==> config.mk <==
export PLATFORM = sky130hd
export DESIGN_NAME = nms_peak_win
export DESIGN_NICKNAME = d
export VERILOG_FILES = /design/src/rtl/nms_pkg.sv /design/src/rtl/nms_peak_win.sv
export SDC_FILE = /design/constraint.sdc
export NUM_CORES = 1
export LEC_CHECK = 0
export ABC_AREA = 1
export BUFFER_PORTS_ARGS = -buffer_cell sky130_fd_sc_hd__buf_2
export CAP_MARGIN = 30
export CORE_ASPECT_RATIO = 0.6
export CORE_MARGIN = 3
export CORE_UTILIZATION = 55
export CTS_CLUSTER_SIZE = 30
export DETAILED_ROUTE_END_ITERATION = 6
export GPL_ROUTABILITY_DRIVEN = 1
export PLACE_DENSITY_LB_ADDON = 0.25
export SYNTH_ARGS = -nofsm -noshare
export SYNTH_HDL_FRONTEND = slang
export SYNTH_SLANG_ARGS = --single-unit
==> constraint.sdc <==
create_clock -name clk_i -period 2.45 [get_ports clk_i]
set_input_delay 0.245 -clock clk_i [delete_from_list [all_inputs] [get_ports clk_i]]
set_output_delay 0.245 -clock clk_i [all_outputs]
set_load 0.05 [all_outputs]
==> src/rtl/nms_pkg.sv <==
// Shared constants, types and helpers for the 3x3 non-maximum suppression stream.
// Depends on nothing; every other file refers to it by scoped names.
package nms_pkg;

  localparam int MAX_WIDTH   = 1024;
  localparam int MAX_HEIGHT  = 1024;
  localparam int SAMPLE_BITS = 16;

  localparam int THR_BITS  = 16;
  localparam int SIZE_BITS = 11;
  localparam int CFG_DATA_BITS = 16;
  localparam int CFG_IDX_BITS  = 2;
  localparam int KP_BITS   = 8;

  localparam int MAX_DIM  = (MAX_WIDTH > MAX_HEIGHT) ? MAX_WIDTH : MAX_HEIGHT;
  localparam int CNT_BITS = $clog2(MAX_DIM + 1);
  localparam int DIM_W    = (CNT_BITS > SIZE_BITS) ? CNT_BITS : SIZE_BITS;
  localparam int ADDR_W   = (MAX_WIDTH > 1) ? $clog2(MAX_WIDTH) : 1;
  localparam int CMP_W    = (SAMPLE_BITS > THR_BITS) ? SAMPLE_BITS : THR_BITS;

  localparam logic [KP_BITS-1:0] KP_PEAK = KP_BITS'(255);
  localparam logic [KP_BITS-1:0] KP_NONE = '0;

  typedef logic signed [SAMPLE_BITS-1:0] sample_t;
  typedef logic signed [THR_BITS-1:0]    thr_t;
  typedef logic [SIZE_BITS-1:0]          size_t;
  typedef logic [DIM_W-1:0]              dim_t;
  typedef logic [ADDR_W-1:0]             addr_t;

  typedef enum logic [CFG_IDX_BITS-1:0] {
    REG_THRESHOLD    = 2'd0,
    REG_FRAME_WIDTH  = 2'd1,
    REG_FRAME_HEIGHT = 2'd2
  } cfg_reg_e;

  // One entry of the line store holds the two stored lines of one column.
  typedef struct packed {
    sample_t upper;
    sample_t lower;
  } lb_word_t;

  typedef struct packed {
    logic     rd_en;
    addr_t    rd_addr;
    logic     wr_en;
    addr_t    wr_addr;
    lb_word_t wr_data;
  } lb_req_t;

  // A zero size is taken as one and a size above the maximum saturates.
  function automatic dim_t clamp_dim(size_t v, dim_t maxv);
    dim_t ext;
    ext = DIM_W'(v);
    if (ext == '0) begin
      return DIM_W'(1);
    end
    return (ext > maxv) ? maxv : ext;
  endfunction

endpackage

==> src/rtl/nms_peak_win.sv <==
// 3x3 window of samples and the strict local-maximum test on its next contents.
// Depends on nms_pkg.
module nms_peak_win (
  input  logic             clk_i,
  input  logic             rst_ni,
  input  logic             shift_i,
  input  nms_pkg::sample_t col_i [3],
  input  nms_pkg::thr_t    thr_i,
  output logic             peak_o
);

  nms_pkg::sample_t win_q [3][3];
  nms_pkg::sample_t win_d [3][3];
  logic signed [nms_pkg::CMP_W-1:0] centre;
  logic [8:0] above;

  always_comb begin
    for (int i = 0; i < 3; i++) begin
      win_d[i][0] = win_q[i][1];
      win_d[i][1] = win_q[i][2];
      win_d[i][2] = col_i[i];
    end
  end

  assign centre = nms_pkg::CMP_W'(win_d[1][1]);

  always_comb begin
    for (int i = 0; i < 3; i++) begin
      for (int j = 0; j < 3; j++) begin
        if (i == 1 && j == 1) begin
          above[3*i+j] = centre > nms_pkg::CMP_W'(thr_i);
        end else begin
          above[3*i+j] = centre > nms_pkg::CMP_W'(win_d[i][j]);
        end
      end
    end
  end

  assign peak_o = &above;

  always_ff @(posedge clk_i or negedge rst_ni) begin
    if (!rst_ni) begin
      for (int i = 0; i < 3; i++) begin
        for (int j = 0; j < 3; j++) begin
          win_q[i][j] <= '0;
        end
      end
    end else if (shift_i) begin
      win_q <= win_d;
    end
  end

endmodule

* Word level (Yosys, flattened, before mapping) *
Cells that the tools add are included.
Widths: inputs -> output; s select.

word-level totals
  register bits = 96
  output and inout bits = 1
  word-level logic and storage cells = 16

cells by class
  order comparisons = 9
  reduce and logical (&&, ||, !) cells = 1

operator list
  operator          number
  $gt 16x16->1      9
  $reduce_and 9->1  1

* Depth between registers and ports, before layout *
  word-level depth = 2
  depth in mapped cells = 16
  gate-level depth less buffers = 16

* Worst setup path before layout *
Ideal clock, no wire load.

  path type = flip-flop to output port
  start point = register win_q (netlist bit centre[15])
  end point = output port peak_o
  data arrival time = 2.159 ns
  data required time = 2.205 ns
  path slack = 0.046 ns
  stages on the path, launching flop included = 12
  buffers on the path = 0
  cells stage by stage = dfrtp_1 > ha_1 > nand2_1 > nor2_1 > nand2_1 > nor2_1 > nand2_1 > nand4_1 > nand2_1 > nor2_1 > nand3_1 > nor2_1

on the way
  word-level cells in the longest chain between the ends = 2
  elaborated cells between the ends (all ways) = 10
  classes of those cells = 9 x order compare; 1 x reduce/logical

ends and longest elaborated chain
  element                                 line                                    text
  start, declared                         nms_peak_win.sv:12                      nms_pkg::sample_t win_q [3][3];
  start signal, assigned                  nms_peak_win.sv:49                      win_q <= win_d;
  $gt 16x16->1, on equally long branches  nms_peak_win.sv:33, nms_peak_win.sv:31
  $reduce_and 9->1 (*)                    nms_peak_win.sv:39                      assign peak_o = &above;
  end, declared                           nms_peak_win.sv:9                       output logic peak_o

Every way passes the cells marked *; elsewhere a longest branch is shown, timed or not.

* Worst setup path after layout *
Same ends and word-level chain as after synthesis.

==> results by group <==
CTS
  • Clock transition at the registers of the reported paths: 70 ps
  • H-Tree Depth: 3
  • Cts bufs inserted: 9
  • CTS tree: built
  • Clock sinks: 96
  • Clk Tree Root Cell: clkbuf_16
  • Worst-Skew Late Latency: 350 ps
  • CTS max path bufs: 2

Setup path
  • Worst path max stage delay: 460 ps
  • CP max stage cell: dfrtp_2
  • CP delay by family, top: simple AND/OR/NAND/NOR gates
  • Arrival time of the worst setup path: 2540 ps
  • WP data required: ~2200 ps
  • Worst setup SP type: flip-flop
  • Crit Path Class: reg -> out
  • CP Buf/Inv Count: 2
  • Crit path capture type: output pin
  • Crit-path cells: buf_6, ha_1, nand4_1, a21oi_1, nor2_1, nand3_1, nand2_1, nor2_1, nand2_1, nor2_4, buf_8
  • Crit-path max FO: 5

Synthesis
  • Syn Area/Cell: 7.46 µm²
  • Synth warn: 0
  • Yosys reg bits: 96
  • Mapped Cells: roughly 990
  • Net Count, Synth: 1,196
  • Post-Syn Area: approximately 7300 µm²
  • Sequential-to-total area share from yosys stat: 32.7%
  • Synth cell types: 19

Layout
  • Nets: 1,301
  • Diode count: 0
  • P&R area growth vs syn: 23.9%
  • Sequential cell area: 2410 µm²
  • Layout cells sized above 1: between 10% and 20%
  • Filler cell count: 1,015
  • Most frequent cells in the layout: 222 x nand2_1, 194 x inv_1, 119 x ha_1
  • Commonest non-fill, non-tap cell in the layout: nand2_1
  • Multi-input logic area: 4590 µm²

Placed design
  • PortBufs: 67
  • Place WS: -33.3 ps
  • Final Wtd Congestion: 0.936
  • DPL Wire Length: 13,500 µm

Drt
  • DRC viols: 0
  • Final ANT Viol Nets: 0
  • Met1 wire length: around 9600 µm
  • WL met2: 7900 µm
  • Detailed Routing Iterations Pass 1: 4
  • Total vias in the final route: 6,558
  • 1st-iter DRT viols: approximately 480
  • Top sig layer: met4
  • Via density: 5.18
  • Routed wire per std cell: 15.0 µm
  • Met3 WL: between 1000 and 1500 µm
  • Final WL: between 15,000 and 20,000 µm

Global route
  • Grt ovf: 0
  • Initial antenna violation count: 0
  • Total GRT Usage: 25.4%
  • Pin count of the biggest net entering global routing: 71
  • First-pass GRT wire length: 29,900 µm
  • Vias in the first global route: 5,972

Timing
  • Final setup fails: 1
  • Setup TNS: -338 ps
  • Tmin final: 2790 ps
  • Rel. slew slack: 63.9%
  • Fmax: 359 MHz
  • RSZ-0062 raised after global routing: yes
  • Final critical-path share of the clock period: 114%
  • Slew @ Worst Pin: 542 ps
  • Final Max Slew Viols: 0
  • Final Hold Fails: 0
  • Clock Skew: 7.88 ps
  • Hold WS: between 100 and 150 ps
  • Setup slack after layout: -338 ps

Power
  • Pwr/cell area: 551 nW/µm²
  • Leakage power: 4.93 nW
  • VDD IR max: between 0.3 and 0.4 mV

Floorplanning
  • Die height: 95.5 µm
  • Starting density of the core: 56.8%
  • Rows: 32
  • Chip Width: approximately 160 µm
  • Core area: between 10,000 and 15,000 µm²
  • Boundary Pins: 68
  • Die Footprint: 14,800 µm²

Flow run
  • Reported max-cap violation count: 0

Worst hold path
  • Hold Crit Class: in -> reg

Run status
  • Outcome: finished, violations left
  • Failing checks: negative setup slack
logic make-up (layout without fill, tap and decap cells):
family / count (synthesis) / in the layout / share of synthesized area (%)
simple gates: 349 / 349 / 19.0
buf+inv: 217 / 327 / 11.1
compound gates: 179 / 179 / 12.7
fa+ha+maj: 144 / 144 / 24.5
flops: 96 / 96 / 32.7
worst min-delay path, delay by kind of cell:
family / cells / cell delay [ps]
AOI/OAI and AO/OA: 1 / 50
buffers and inverters: 1 / 80
and+or+nand+nor: 1 / 40
area by class of cell:
class	instances	area share, %
sequential	96	26.5
clock inverter	3	0.261
timing repair buffer	115	9.39
multi-input combinational	672	50.4
tap	170	2.34
clock buffer	13	2.97
inverter	196	8.08
where the power goes:
part / internal [W] / leakage [nW] / switching [W]
clock: 0.000777 / 0.138 / 0.000637
combinational: 0.000744 / 3.64 / 0.00101
sequential: 0.00175 / 1.15 / 0.0000975
total: 0.00327 / 4.93 / 0.00175
metal layers:
metal  track usage, %  up-vias
li1                 -     3365
met1             38.7     3000
met2             36.9      178
met3             5.35       15
met4             6.05        0
met5                0        -
registers in the layout (all words and copies together) (netlist names):
| name | count |
|---|---|
| win_d | 80 |
| centre | 16 |
cell usage after synthesis, drive strengths merged:
library cell  instances  area share [%]
a21boi                2            0.20
a21o                  1            0.10
a21oi                70             4.8
and2                  4            0.34
buf                   1           0.068
clkbuf               20             1.0
dfrtp                96              33
ha                  144              25
inv                 196              10
nand2               233              12
nand3                21             1.4
nand4                14             1.2
nor2                 73             3.8
nor2b                 1           0.085
nor3                  3            0.20
o21a                  4            0.41
o21ai                94             6.4
o21bai                8            0.82
final timing paths:
| check | startpoint | endpoint | slack, ps | depth (start not counted) |
|---|---|---|---|---|
| worst max-delay path | centre[15] | peak_o | -340 | 11 |
| worst min-delay path | col_i[10] | win_d[26] | 110 | 3 |
| worst max register to register | centre[15] | win_d[95] | 1450 | 4 |
| worst min register to register | win_d[119] | win_d[135] | 480 | 2 |
| max in group asynchronous | rst_ni | centre[1] | 1490 | 3 |
| min in group asynchronous | rst_ni | win_d[141] | 270 | 2 |
per-stage QoR:
step | cells | area [µm²] | power, W | util, %
final | 1265 | 9100 | 0.00501 | 70.4
after global routing | 1265 | 9100 | 0.00536 | 70.4
after detailed placement | 1226 | 8060 | 0.00329 | 62.3
after floorplan | 985 | 7350 | 0.00282 | -
after CTS | 1262 | 8850 | 0.00488 | 68.4
after global placement | 1226 | 8060 | 0.00325 | 62.3
repair_timing:
action                     4_1_cts  5_1_grt
buffers inserted                19        3
pin swaps                       27       31
hold endpoints to repair         8        0
resized for setup               58       49
setup endpoints to repair        1        1
hold buffers                     1        0
No activity file was read; power rests on OpenSTA's default activity.
